$ cat src/hdl/gap_pkg.sv
`default_nettype none
// ---------------------------------------------------------------------------
// gap_pkg
// Shared types and constants for the grid path search core: grid geometry,
// request and response codes, cell marks, directions and the micro-ops that
// the controller issues to the datapath.
// ---------------------------------------------------------------------------
package gap_pkg;

  localparam int CoordW = 6;
  localparam int IdxW   = 2 * CoordW;
  localparam int Ncells = 1 << IdxW;
  localparam int CntW   = IdxW + 1;
  localparam int GW     = IdxW;
  localparam int HW     = CoordW + 1;
  localparam int BitcW  = 3;

  localparam logic [CoordW-1:0] CoordMax = '1;

  typedef enum logic [1:0] {
    REQ_WRITE = 2'd0,
    REQ_SOLVE = 2'd1,
    REQ_READ  = 2'd2
  } req_t;

  localparam logic [1:0] CFG_START_X = 2'd0;
  localparam logic [1:0] CFG_START_Y = 2'd1;
  localparam logic [1:0] CFG_END_X   = 2'd2;
  localparam logic [1:0] CFG_END_Y   = 2'd3;

  localparam logic RESP_STATUS = 1'b0;
  localparam logic RESP_STEP   = 1'b1;

  localparam logic [1:0] MARK_UNSEEN = 2'd0;
  localparam logic [1:0] MARK_OPEN   = 2'd1;
  localparam logic [1:0] MARK_CLOSED = 2'd2;

  localparam logic [1:0] DIR_UP    = 2'd0;
  localparam logic [1:0] DIR_RIGHT = 2'd1;
  localparam logic [1:0] DIR_DOWN  = 2'd2;
  localparam logic [1:0] DIR_LEFT  = 2'd3;

  typedef struct packed {
    logic [GW-1:0] g;
    logic [HW-1:0] h;
    logic [1:0]    d;
  } info_t;

  typedef enum logic [4:0] {
    OP_NOP,
    OP_WCLR,
    OP_MCLR,
    OP_START,
    OP_H_LOAD,
    OP_H_STEP,
    OP_OPEN,
    OP_LOOP,
    OP_SCAN_A,
    OP_SCAN_B,
    OP_SCAN_C,
    OP_RM_INIT,
    OP_RM_A,
    OP_RM_B,
    OP_RM_END,
    OP_NB_RD,
    OP_NB_NEXT,
    OP_TR_A,
    OP_TR_B,
    OP_RES_STATUS,
    OP_RES_STEP
  } dp_op_t;

  typedef struct packed {
    dp_op_t op;
    logic   accept;
  } dp_cmd_t;

  typedef struct packed {
    logic cnt_last;
    logic count_zero;
    logic scan_last;
    logic rm_more;
    logic is_goal;
    logic nb_in;
    logic nb_free;
    logic dir_last;
    logic h_done;
    logic tr_stop;
    logic tr_zero;
  } dp_stat_t;

endpackage
`default_nettype wire

$ cat src/hdl/gap_ctrl.sv
`default_nettype none
// ---------------------------------------------------------------------------
// gap_ctrl
// Controller of the grid path search core: sequences map clearing, search
// rounds, open list scan and compaction, neighbor expansion, path trace
// and result hand-off, and owns the request and response handshakes.
// ---------------------------------------------------------------------------
module gap_ctrl
  import gap_pkg::*;
(
  input  wire logic       clk,
  input  wire logic       rst,
  input  wire logic       in_valid,
  output logic            in_ready,
  input  wire logic [1:0] req_type,
  output logic            out_valid,
  input  wire logic       out_ready,
  output dp_cmd_t         cmd,
  input  wire dp_stat_t   stat
);

  typedef enum logic [4:0] {
    S_WCLR, S_IDLE, S_MCLR, S_START, S_HLOAD, S_HSTEP, S_OPEN, S_LOOP,
    S_SCAN_A, S_SCAN_B, S_SCAN_C, S_RM_INIT, S_RM_CHK, S_RM_A, S_RM_B,
    S_RM_END, S_NB_CHK, S_NB_B, S_NB_NEXT, S_TR_A, S_TR_B, S_RES, S_RD
  } state_t;

  state_t state, state_next;
  logic   from_nb, from_nb_next;
  logic   out_free, out_load;

  assign in_ready = (state == S_IDLE);
  assign out_free = !out_valid || out_ready;

  always_comb begin
    state_next   = state;
    from_nb_next = from_nb;
    out_load     = 1'b0;
    cmd.op       = OP_NOP;
    cmd.accept   = 1'b0;
    unique case (state)
      S_WCLR: begin
        cmd.op = OP_WCLR;
        if (stat.cnt_last) state_next = S_IDLE;
      end
      S_IDLE: begin
        cmd.accept = in_valid;
        if (in_valid) begin
          case (req_type)
            REQ_SOLVE: state_next = S_MCLR;
            REQ_READ:  state_next = S_RD;
            default:   state_next = S_IDLE;
          endcase
        end
      end
      S_MCLR: begin
        cmd.op = OP_MCLR;
        if (stat.cnt_last) state_next = S_START;
      end
      S_START: begin
        cmd.op       = OP_START;
        from_nb_next = 1'b0;
        state_next   = S_HLOAD;
      end
      S_HLOAD: begin
        cmd.op     = OP_H_LOAD;
        state_next = S_HSTEP;
      end
      S_HSTEP: begin
        cmd.op = OP_H_STEP;
        if (stat.h_done) state_next = S_OPEN;
      end
      S_OPEN: begin
        cmd.op     = OP_OPEN;
        state_next = from_nb ? S_NB_NEXT : S_LOOP;
      end
      S_LOOP: begin
        cmd.op     = OP_LOOP;
        state_next = stat.count_zero ? S_RES : S_SCAN_A;
      end
      S_SCAN_A: begin
        cmd.op     = OP_SCAN_A;
        state_next = S_SCAN_B;
      end
      S_SCAN_B: begin
        cmd.op     = OP_SCAN_B;
        state_next = S_SCAN_C;
      end
      S_SCAN_C: begin
        cmd.op     = OP_SCAN_C;
        state_next = stat.scan_last ? S_RM_INIT : S_SCAN_A;
      end
      S_RM_INIT: begin
        cmd.op     = OP_RM_INIT;
        state_next = S_RM_CHK;
      end
      S_RM_CHK: state_next = stat.rm_more ? S_RM_A : S_RM_END;
      S_RM_A: begin
        cmd.op     = OP_RM_A;
        state_next = S_RM_B;
      end
      S_RM_B: begin
        cmd.op     = OP_RM_B;
        state_next = S_RM_CHK;
      end
      S_RM_END: begin
        cmd.op = OP_RM_END;
        if (stat.is_goal) state_next = stat.tr_zero ? S_RES : S_TR_A;
        else state_next = S_NB_CHK;
      end
      S_NB_CHK: begin
        cmd.op       = OP_NB_RD;
        from_nb_next = 1'b1;
        state_next   = stat.nb_in ? S_NB_B : S_NB_NEXT;
      end
      S_NB_B: state_next = stat.nb_free ? S_HLOAD : S_NB_NEXT;
      S_NB_NEXT: begin
        cmd.op     = OP_NB_NEXT;
        state_next = stat.dir_last ? S_LOOP : S_NB_CHK;
      end
      S_TR_A: begin
        cmd.op     = OP_TR_A;
        state_next = S_TR_B;
      end
      S_TR_B: begin
        cmd.op     = OP_TR_B;
        state_next = stat.tr_stop ? S_RES : S_TR_A;
      end
      S_RES: begin
        if (out_free) begin
          cmd.op     = OP_RES_STATUS;
          out_load   = 1'b1;
          state_next = S_IDLE;
        end
      end
      S_RD: begin
        if (out_free) begin
          cmd.op     = OP_RES_STEP;
          out_load   = 1'b1;
          state_next = S_IDLE;
        end
      end
      default: state_next = S_IDLE;
    endcase
  end

  always_ff @(posedge clk) begin
    if (rst) begin
      state     <= S_WCLR;
      from_nb   <= 1'b0;
      out_valid <= 1'b0;
    end else begin
      state     <= state_next;
      from_nb   <= from_nb_next;
      out_valid <= out_load || (out_valid && !out_ready);
    end
  end

endmodule
`default_nettype wire

$ cat config.mk
export PLATFORM = sky130hd
export DESIGN_NAME = gap_ctrl
export DESIGN_NICKNAME = d
export VERILOG_FILES = /design/src/hdl/gap_pkg.sv /design/src/hdl/gap_ctrl.sv
export SDC_FILE = /design/constraint.sdc
export NUM_CORES = 1
export LEC_CHECK = 0
export BUFFER_PORTS_ARGS = -buffer_cell sky130_fd_sc_hd__buf_2
export CELL_PAD_IN_SITES_DETAIL_PLACEMENT = 1
export CELL_PAD_IN_SITES_GLOBAL_PLACEMENT = 1
export CORE_MARGIN = 2
export CORE_UTILIZATION = 25
export CTS_BUF_LIST = sky130_fd_sc_hd__clkbuf_8
export DETAILED_ROUTE_END_ITERATION = 6
export GPL_TIMING_DRIVEN = 0
export PLACE_DENSITY_LB_ADDON = 0.1
export SYNTH_ARGS = -nofsm -noshare
export SYNTH_HDL_FRONTEND = slang
export SYNTH_SLANG_ARGS = --single-unit
export TNS_END_PERCENT = 30
$ cat constraint.sdc
create_clock -name clk -period 1.65 [get_ports clk]
set_input_delay 0.165 -clock clk [delete_from_list [all_inputs] [get_ports clk]]
set_output_delay 0.165 -clock clk [all_outputs]
set_load 0.01 [all_outputs]
==> Implementation_results.wiki, run 1 <==
{| class="wikitable"
! Metric !! Value
|-
| Status || complete, but fails checks
|-
| Failing checks || negative setup slack
|-
| Final standard cell utilization of the core || 0.3409
|-
| Max incr delay on CP || 350 ps
|-
| Worst Hold Slack || 169.8 ps
|-
| Critical path buffer and inverter count || 2
|-
| Transition time at the pin with the least slew margin || 360.3 ps
|-
| Count of vias placed by the detailed router || 1200
|-
| Worst slack after detailed placement || -48.95 ps
|-
| Max Fanout on Critical Path || 6
|-
| Final std cells w/o fill || 219
|-
| Unique masters post-synth || 49
|-
| Share of synthesized registers carrying an async set or reset || 0
|-
| Initial Utilization || 0.2571
|-
| Post-DRT Antenna Nets || 0
|-
| Post-route worst setup slack || -2.484 ps
|-
| Total half-perimeter wirelength after legalization and detailed placement || 3028 um
|-
| Area occupied by multi-input gates || 794.5 sq um
|-
| Clk Latency, worst-skew pair || 240 ps
|-
| Cts bufs inserted || 3
|-
| Leading post-synthesis cells by instance count || sky130_fd_sc_hd__a21oi_1, sky130_fd_sc_hd__nand2_1, sky130_fd_sc_hd__o21ai_0
|-
| Overall fraction of global-route tracks in use || 0.1876
|-
| Number of buffers inserted by port buffering || 24
|-
| Clock tree from TritonCTS || yes
|-
| Top cells by area, synth || sky130_fd_sc_hd__dfxtp_1, sky130_fd_sc_hd__a21oi_1, sky130_fd_sc_hd__buf_6
|-
| Die boundary height || 67.91 um
|-
| Total nets after synthesis || 156
|-
| Top_reg_cell synth || sky130_fd_sc_hd__dfxtp_1
|-
| Core area || 3971 sq um
|-
| Achievable clock frequency || 605.2 MHz
|-
| Setup repair after global routing missed its margin || yes
|-
| Number of antenna violations at the first check in global routing || 0
|-
| Worst EP required || 1480 ps
|-
| Average footprint of a synthesized cell || 7.398 sq um
|-
| I/O pin cnt || 25
|-
| Crit path time final || 1652 ps
|-
| Leakage power || 0.5180 nW
|-
| Mean number of vias per cell || 5.479
|-
| Via count of the first global-routing pass || 1222
|-
| Clock Pin Slew Worst Setup and Hold Paths || 40 ps
|-
| Detailed router's first-iteration violation count || 61
|-
| Hold violation total from the final report || 0
|-
| Number of fillers in the final layout || 507
|-
| MaxCap Viol Count || 0
|-
| Slew Limit Fails || 0
|-
| Kind of start point of the critical path || flip-flop
|-
| DRC || 0
|-
| Antenna Diode Count || 0
|-
| # hold bufs at CTS || 0
|-
| Count of mapped cells out of synthesis || 138
|-
| Seq. cell area || 150.1 sq um
|-
| Post-synthesis cell type with the largest combined area || sky130_fd_sc_hd__dfxtp_1
|-
| Clock skew || 2.334 ps
|-
| Start-to-end type of the worst setup path || reg2out
|-
| First-pass GRT wire length || 6327 um
|-
| DR pass1 iterations || 4
|-
| Post-route setup TNS || -2.484 ps
|-
| Buffer depth of the longest clock path || 2
|-
| Dominant cell by count in the synthesized netlist || sky130_fd_sc_hd__a21oi_1
|-
| RePlAce Congestion || 0.8329
|-
| Areal power density over the cells || 619.2 nW/um^2
|-
| Crit end category || output pin
|-
| Final layout net count || 188
|-
| Clk sinks || 7
|-
| Post-synth top area share || 0.1373
|-
| Slack of the worst reg-to-reg path || 20 ps
|-
| Ratio of cells with drive above 1 in the final layout || 0.4142
|-
| Root Buffer || sky130_fd_sc_hd__clkbuf_8
|-
| EDFF count, synth || 0
|-
| Largest net degree at the start of global routing || 11
|-
| Post-placement cell count || 212
|-
| HP Class || in2reg
|-
| Total of endpoints with negative setup slack in the final report || 1
|-
| Core Rows || 23
|-
| Remaining global-route overflow || 0
|-
| Final cycle utilization of the critical path || 1.002
|-
| Critical path data arrival time || 1490 ps
|-
| Die footprint || 4611 sq um
|-
| Highest ir drop seen on vdd || 0.0003640 V
|-
| Normalized max-slew margin || 0.7590
|-
| Area added between synthesis and finish || 32.60%
|-
| Die X-Extent || 67.91 um
|-
| Average detailed-routed wire length per instance || 18.34 um
|-
| Cell with the largest stage delay on the worst path || sky130_fd_sc_hd__dfxtp_4
|-
| CP top delay family || flip-flops
|-
| Sequential cell area fraction in the yosys report || 0.1373
|-
| Cell-by-cell listing of the critical path || buf_4 > nand2b_2 > o211ai_1 > o21ai_1 > o22ai_1 > buf_2
|-
| Number of flip-flops and latches in the synthesized netlist || 7
|-
| Synth Warn # || 0
|-
| Post-synth design cell area || 1021 sq um
|-
| H-tree depth || 1
|-
| Sum of routed wire length over all layers || 4016 um
|}
## cell families (layout without fill, tap and decap cells)
family | count (synthesis) | in the layout | synth area share
adder cells (fa/ha/maj) | 1 | 1 | 0.01225
flip-flops | 7 | 7 | 0.1373
XOR/XNOR | 1 | 1 | 0.01594
buffers and inverters | 17 | 48 | 0.1225
AO/OA/AOI/OAI | 54 | 54 | 0.3627
multiplexers | 2 | 2 | 0.01961
AND/OR/NAND/NOR | 56 | 56 | 0.3296
## power by group
part / switching (mW) / leakage [nW] / internal [mW]
clock: 0.0890 / 0.0269 / 0.162
sequential: 0.00875 / 0.0594 / 0.176
combinational: 0.235 / 0.432 / 0.167
total: 0.332 / 0.518 / 0.506
## state kept, by name, summed over array words and instances (netlist names)
register and flops:
out_valid 1, from_nb 1, state 5
## cell type report
class / count / share of cell area
Multi-Input combinational cell: 114 / 0.5869
Timing Repair Buffer: 27 / 0.1054
Clock buffer: 3 / 0.03050
Tap cell: 50 / 0.04621
Sequential cell: 7 / 0.1109
Buffer: 11 / 0.1007
Clock inverter: 1 / 0.002773
Inverter: 6 / 0.01664
## placed cells by master, fill, tap and decap left out, drive strengths merged, types with 3 or more instances in the layout
cell | netlist | routed
buf | 11 | 38
a21oi | 18 | 18
nand2 | 13 | 13
o21ai | 12 | 12
inv | 6 | 7
nor2 | 7 | 7
dfxtp | 7 | 7
nand3 | 6 | 6
nor3 | 6 | 6
o32ai | 3 | 3
o211ai | 3 | 3
and3 | 3 | 3
o22ai | 3 | 3
nand4 | 3 | 3
clkbuf | 0 | 3
nand2b | 3 | 3
and2b | 3 | 3
nor3b | 3 | 3
## metal layers
layer | track usage | vias to the layer above | part of all wire
met2 | 0.3162 | 20 | 0.48
met4 | 0.08750 | 0 | 0.017
met1 | 0.2451 | 596 | 0.48
li1 | - | 579 | -
met5 | 0 | - | 0
met3 | 0.009868 | 5 | 0.017
## repair_timing
item / CTS / global route
gates resized for setup: 15 / 13
hold endpoints to repair: 0 / 0
setup endpoints to repair: 6 / 6
setup buffers: 0 / 3
pin swaps: 0 / 2
## worst paths after layout
check | start | depth (start not counted) | to
worst max-delay path | state[2]$_SDFFE_PP0P_ | 6 | cmd[1]
worst min-delay path | rst | 2 | from_nb$_SDFFE_PP0P_
worst max register to register | state[2]$_SDFFE_PP0P_ | 6 | state[2]$_SDFFE_PP0P_
worst min register to register | from_nb$_SDFFE_PP0P_ | 2 | from_nb$_SDFFE_PP0P_
## per-stage QoR
stage / instance area [sq um] / total power [mW]
floorplan: 1021 / 0.4450
detailed placement: 1204 / 0.5584
finish: 1354 / 0.8382
CTS: 1287 / 0.8223
global route: 1354 / 0.8911
global placement: 1204 / 0.5562
No activity file was read; power rests on OpenSTA's default activity.
==> inputs of run 2 (changes only) <==
--- a/config.mk
+++ b/config.mk
@@ -14,6 +14,7 @@
 export DETAILED_ROUTE_END_ITERATION = 6
 export GPL_TIMING_DRIVEN = 0
 export PLACE_DENSITY_LB_ADDON = 0.1
+export REMOVE_ABC_BUFFERS = 1
 export SYNTH_ARGS = -nofsm -noshare
 export SYNTH_HDL_FRONTEND = slang
 export SYNTH_SLANG_ARGS = --single-unit
==> constraint.sdc (replaced) <==
create_clock -name clk -period 1.65 [get_ports clk]
set_input_delay 0.165 -clock clk [delete_from_list [all_inputs] [get_ports clk]]
set_output_delay 0.165 -clock clk [all_outputs]
set_load 0.1 [all_outputs]
==> Implementation_results.wiki, run 2 (same netlist as run 1, synthesis figures left out) <==
{| class="wikitable"
! Metric !! Value
|-
| Die boundary height || 67.91 um
|-
| Normalized max-slew margin || 0.6809
|-
| Area added between synthesis and finish || 40.32%
|-
| Met2 usage || 0.2623
|-
| Worst Hold Slack || 181.6 ps
|-
| Areal power density over the cells || 733.2 nW/um^2
|-
| Biggest regs || state (5), from_nb (1), out_valid (1)
|-
| Max Fanout on Critical Path || 8
|-
| Setup repair after global routing missed its margin || yes
|-
| Ratio of cells with drive above 1 in the final layout || 0.4620
|-
| Die X-Extent || 67.91 um
|-
| Total half-perimeter wirelength after legalization and detailed placement || 2351 um
|-
| Crit path time final || 1681 ps
|-
| I/O pin cnt || 25
|-
| DRC || 0
|-
| Hold Path Depth || 2
|-
| First-pass GRT wire length || 5630 um
|-
| Highest ir drop seen on vdd || 0.0004462 V
|-
| Register with the highest flop count || state
|-
| Clock skew || 1.710 ps
|-
| Critical path data arrival time || 1520 ps
|-
| Total of endpoints with negative setup slack in the final report || 3
|-
| H-tree depth || 1
|-
| Critical path buffer and inverter count || 1
|-
| Clk sinks || 7
|-
| Number of buffers inserted by port buffering || 24
|-
| Sum of routed wire length over all layers || 3806 um
|-
| Remaining global-route overflow || 0
|-
| Slew Limit Fails || 0
|-
| Post-DRT Antenna Nets || 0
|-
| Leakage power || 0.5319 nW
|-
| Initial Utilization || 0.2571
|-
| Count of cells along the worst register-to-register path || 7
|-
| Worst EP required || 1480 ps
|-
| Cell-by-cell listing of the critical path || nand2b_2 > o211ai_1 > o21ai_0 > o22ai_1 > buf_6
|-
| Final standard cell utilization of the core || 0.3607
|-
| Crit end category || output pin
|-
| Clock tree from TritonCTS || yes
|-
| Total power || 1.050 mW
|-
| Flip-flop count of the largest register, all copies and words added || 5
|-
| Core Rows || 23
|-
| Detailed router's first-iteration violation count || 65
|-
| Post-route worst setup slack || -30.63 ps
|-
| Mean number of vias per cell || 5.471
|-
| Post-route setup TNS || -76.67 ps
|-
| Most common cell after layout, fill and taps aside || sky130_fd_sc_hd__buf_2
|-
| Largest net degree at the start of global routing || 26
|-
| Final layout net count || 190
|-
| Failing checks || negative setup slack
|-
| Max incr delay on CP || 380 ps
|-
| Status || complete, but fails checks
|-
| Levels on crit path || 5
|-
| GRT busiest layer || met2
|-
| Antenna Diode Count || 0
|-
| Clk Latency, worst-skew pair || 220 ps
|-
| RePlAce Congestion || 0.8040
|-
| Count of vias placed by the detailed router || 1209
|-
| Average detailed-routed wire length per instance || 17.22 um
|-
| Final cycle utilization of the critical path || 1.019
|-
| Transition time at the pin with the least slew margin || 482.0 ps
|-
| Cts bufs inserted || 3
|-
| Global routing usage on met1 || 0.2335
|-
| Core area || 3971 sq um
|-
| Number of antenna violations at the first check in global routing || 0
|-
| CP top delay family || compound AO/OA/AOI/OAI gates
|-
| Overall fraction of global-route tracks in use || 0.1586
|-
| HP Class || in2reg
|-
| Via count of the first global-routing pass || 1126
|-
| Die footprint || 4611 sq um
|-
| Kind of start point of the critical path || flip-flop
|-
| Buffer depth of the longest clock path || 2
|-
| Clock Pin Slew Worst Setup and Hold Paths || 40 ps
|-
| Achievable clock frequency || 595.0 MHz
|-
| MaxCap Viol Count || 0
|-
| Met3 track demand over resource in global routing || 0.004934
|-
| DR pass1 iterations || 4
|-
| Root Buffer || sky130_fd_sc_hd__clkbuf_8
|-
| Leading cell types in the layout, fill and taps excluded || sky130_fd_sc_hd__buf_2, sky130_fd_sc_hd__buf_4, sky130_fd_sc_hd__a21oi_1
|-
| Start-to-end type of the worst setup path || reg2out
|-
| Cell with the largest stage delay on the worst path || sky130_fd_sc_hd__dfxtp_4
|-
| Hold violation total from the final report || 0
|}
-- run 2: cell count changes in the layout (fill, tap and decap cells not counted), sizes merged --
cell      delta
clkinvlp     +1
inv          -1
buf          +2
-- run 2: metal layers --
layer	vias to the layer above	wire length, um
met2	25	1914
met3	6	121
met5	-	0
met4	0	55
met1	591	1715
li1	587	-
-- run 2: final cells by class --
class | instances | area (sq um)
inverters | 6 | 26.28
well taps | 50 | 62.56
flip-flops and latches | 7 | 158.9
clock buffers | 3 | 41.29
clock inverters | 1 | 3.754
repair buffers | 40 | 309.0
multi-input cells | 114 | 830.8
fillers | 502 | 2539
-- run 2: where the power goes --
| part | switching (mW) | total, mW | internal [mW] | leakage [nW] |
|---|---|---|---|---|
| logic | 0.374 | 0.620 | 0.245 | 0.445 |
| clock network | 0.0648 | 0.225 | 0.160 | 0.0269 |
| registers | 0.0294 | 0.206 | 0.177 | 0.0605 |
-- run 2: metrics by stage --
stage	instance area, sq um	worst slack [ps]	std cells
5_1_grt	1433	-100.6	221
6_report	1433	-30.63	221
2_1_floorplan	918.4	-1852	127
3_3_place_gp	1101	-635.8	201
4_1_cts	1246	-59.25	210
3_5_place_dp	1101	-621.5	201
-- run 2: worst paths after layout --
kind,startpoint,slack (ps),endpoint
setup / recovery,state[2]$_SDFFE_PP0P_,-30,cmd[1]
setup reg to reg,state[0]$_SDFFE_PP0P_,40,state[2]$_SDFFE_PP0P_
hold reg to reg,from_nb$_SDFFE_PP0P_,520,from_nb$_SDFFE_PP0P_
hold / removal,rst,180,from_nb$_SDFFE_PP0P_
-- run 2: repair_timing --
item	4_1_cts	5_1_grt
hold buffers	0	0
gates resized for setup	25	27
pin swaps	1	6
setup buffers	5	11
setup endpoints to repair	13	11
==> inputs of run 3 (changes only) <==
--- a/config.mk
+++ b/config.mk
@@ -8,7 +8,6 @@
 export BUFFER_PORTS_ARGS = -buffer_cell sky130_fd_sc_hd__buf_2
 export CELL_PAD_IN_SITES_DETAIL_PLACEMENT = 1
 export CELL_PAD_IN_SITES_GLOBAL_PLACEMENT = 1
-export CORE_MARGIN = 2
 export CORE_UTILIZATION = 25
 export CTS_BUF_LIST = sky130_fd_sc_hd__clkbuf_8
 export DETAILED_ROUTE_END_ITERATION = 6
==> Implementation_results.wiki, run 3 (same netlist as run 1, synthesis figures left out) <==
{| class="wikitable"
! Metric !! Value
|-
| Status || complete, but fails checks
|-
| Failing checks || negative setup slack
|-
| Remaining global-route overflow || 0
|-
| Crit path time final || 1696 ps
|-
| RePlAce Congestion || 0.7527
|-
| Total power || 1.009 mW
|-
| Cell-by-cell listing of the critical path || buf_8 > buf_8 > buf_6 > nor3b_1 > o211ai_1 > o31ai_1 > o211ai_1 > a21oi_1
|-
| Total of endpoints with negative setup slack in the final report || 3
|-
| MaxCap Viol Count || 0
|-
| Post-placement cell count || 199
|-
| Crit end category || flip-flop
|-
| Clock Pin Slew Worst Setup and Hold Paths || 40 ps
|-
| Max incr delay on CP || 380 ps
|-
| Leading cell types in the layout, fill and taps excluded || sky130_fd_sc_hd__buf_2, sky130_fd_sc_hd__a21oi_1, sky130_fd_sc_hd__buf_4
|-
| # hold bufs at CTS || 0
|-
| Post-DRT Antenna Nets || 0
|-
| Total half-perimeter wirelength after legalization and detailed placement || 2303 um
|-
| Mean number of vias per cell || 5.511
|-
| Core Rows || 22
|-
| H-tree depth || 1
|-
| Transition time at the pin with the least slew margin || 483.9 ps
|-
| CP top delay family || compound AO/OA/AOI/OAI gates
|-
| Register with the highest flop count || state
|-
| Final layout net count || 194
|-
| Flip-flop count of the largest register, all copies and words added || 5
|-
| Die boundary height || 65.91 um
|-
| Met2 usage || 0.3316
|-
| Clock skew || 2.084 ps
|-
| Critical path buffer and inverter count || 3
|-
| Average detailed-routed wire length per instance || 17.94 um
|-
| Die X-Extent || 65.91 um
|-
| Achievable clock frequency || 589.6 MHz
|-
| Start-to-end type of the worst setup path || reg2reg
|-
| Most common cell after layout, fill and taps aside || sky130_fd_sc_hd__buf_2
|-
| Core area || 3799 sq um
|-
| Critical path data arrival time || 1800 ps
|-
| Final std cells w/o fill || 223
|-
| Antenna Diode Count || 0
|-
| Sum of routed wire length over all layers || 4000 um
|-
| Worst EP required || 1760 ps
|-
| Die footprint || 4343 sq um
|-
| Detailed router's first-iteration violation count || 88
|-
| I/O pin cnt || 25
|-
| Areal power density over the cells || 664.9 nW/um^2
|-
| Number of buffers inserted by port buffering || 24
|-
| DR pass1 iterations || 4
|-
| Count of vias placed by the detailed router || 1229
|-
| Setup repair after global routing missed its margin || yes
|-
| Number of antenna violations at the first check in global routing || 0
|-
| Area added between synthesis and finish || 48.65%
|-
| Post-route worst setup slack || -46.08 ps
|-
| Biggest regs || state (5), from_nb (1), out_valid (1)
|-
| Final cycle utilization of the critical path || 1.028
|-
| Root Buffer || sky130_fd_sc_hd__clkbuf_8
|-
| Final non-filler cell area || 1518 sq um
|-
| Largest net degree at the start of global routing || 17
|-
| Met3 track demand over resource in global routing || 0.01379
|-
| Worst Hold Slack || 177.3 ps
|-
| Leakage power || 0.5664 nW
|-
| DP Area || 1099 sq um
|-
| First-pass GRT wire length || 6375 um
|-
| Number of fillers in the final layout || 465
|-
| Normalized max-slew margin || 0.6796
|-
| Hold violation total from the final report || 0
|-
| HP Class || in2reg
|-
| Kind of start point of the critical path || flip-flop
|-
| Slew Limit Fails || 0
|-
| GRT busiest layer || met2
|-
| Max Fanout on Critical Path || 8
|-
| Cts bufs inserted || 3
|-
| Via count of the first global-routing pass || 1270
|-
| DRC || 0
|-
| Overall fraction of global-route tracks in use || 0.1970
|-
| Buffer depth of the longest clock path || 2
|-
| Cell with the largest stage delay on the worst path || sky130_fd_sc_hd__dfxtp_4
|-
| Clk sinks || 7
|-
| Highest ir drop seen on vdd || 0.0006140 V
|-
| Final standard cell utilization of the core || 0.3995
|-
| Clock tree from TritonCTS || yes
|-
| Initial Utilization || 0.2688
|-
| Ratio of cells with drive above 1 in the final layout || 0.4914
|-
| Clk Latency, worst-skew pair || 230 ps
|-
| Global routing usage on met1 || 0.2541
|}
run 3: cell count changes in the layout (fill, tap and decap cells not counted), moves of 2 or more:
cell / previous run / this run
sky130_fd_sc_hd__a21oi_2: 4 / 2
sky130_fd_sc_hd__a21oi_1: 14 / 16
sky130_fd_sc_hd__buf_4: 15 / 13
sky130_fd_sc_hd__o21ai_0: 8 / 6
sky130_fd_sc_hd__buf_6: 5 / 9
run 3: path summary, 6_finish.rpt:
kind,start,end,slack [ps],depth (start not counted)
worst min-delay path,rst,state[3]$_SDFFE_PP0P_,180,2
worst min register to register,from_nb$_SDFFE_PP0P_,from_nb$_SDFFE_PP0P_,580,2
worst max-delay path,state[1]$_SDFFE_PP0P_,state[4]$_SDFFE_PP0P_,-50,8
worst max register to register,state[1]$_SDFFE_PP0P_,state[4]$_SDFFE_PP0P_,-50,8
run 3: power by group:
part	switching (mW)	internal [mW]	total (mW)
clock network	0.0759	0.163	0.239
registers	0.0438	0.176	0.220
logic	0.345	0.204	0.549
total	0.465	0.544	1.01
run 3: worst reg2reg max path, cell delays in order, from the launching register on:
cell and delay [ps]:
sky130_fd_sc_hd__dfxtp_4 380, sky130_fd_sc_hd__buf_8 150, sky130_fd_sc_hd__buf_8 140, sky130_fd_sc_hd__buf_6 110, sky130_fd_sc_hd__nor3b_1 120, sky130_fd_sc_hd__o211ai_1 250, sky130_fd_sc_hd__o31ai_1 120, sky130_fd_sc_hd__o211ai_1 200
sky130_fd_sc_hd__a21oi_1 100
run 3: repair_timing:
item	in CTS	in global routing
resized for setup	41	24
buffers inserted	15	5
pin swaps	8	15
setup endpoints to repair	13	11
endpoints found under the hold margin	0	0
run 3: layout make-up:
| type | instances | area (sq um) | share of cell area |
|---|---|---|---|
| sequential | 7 | 160.2 | 0.1055 |
| multi-input combinational | 114 | 860.8 | 0.5672 |
| tap | 48 | 60.06 | 0.03957 |
| clock buffer | 3 | 41.29 | 0.02721 |
| inverter | 6 | 22.52 | 0.01484 |
| clock inverter | 1 | 5.005 | 0.003298 |
| timing repair buffer | 44 | 367.9 | 0.2424 |
run 3: metal layers:
| metal | part of all wire | up-vias |
|---|---|---|
| met5 | 0 | - |
| met4 | 0.021 | 0 |
| met1 | 0.46 | 614 |
| met2 | 0.50 | 14 |
| li1 | - | 592 |
| met3 | 0.017 | 9 |
run 3: through the flow:
stage	setup TNS, ps	setup slack [ps]
after floorplan	-5789	-1852
after global placement	-5438	-622.8
after detailed placement	-5522	-637.9
after CTS	-32.05	-23.51
after global routing	-625.0	-102.7
final	-65.46	-46.08
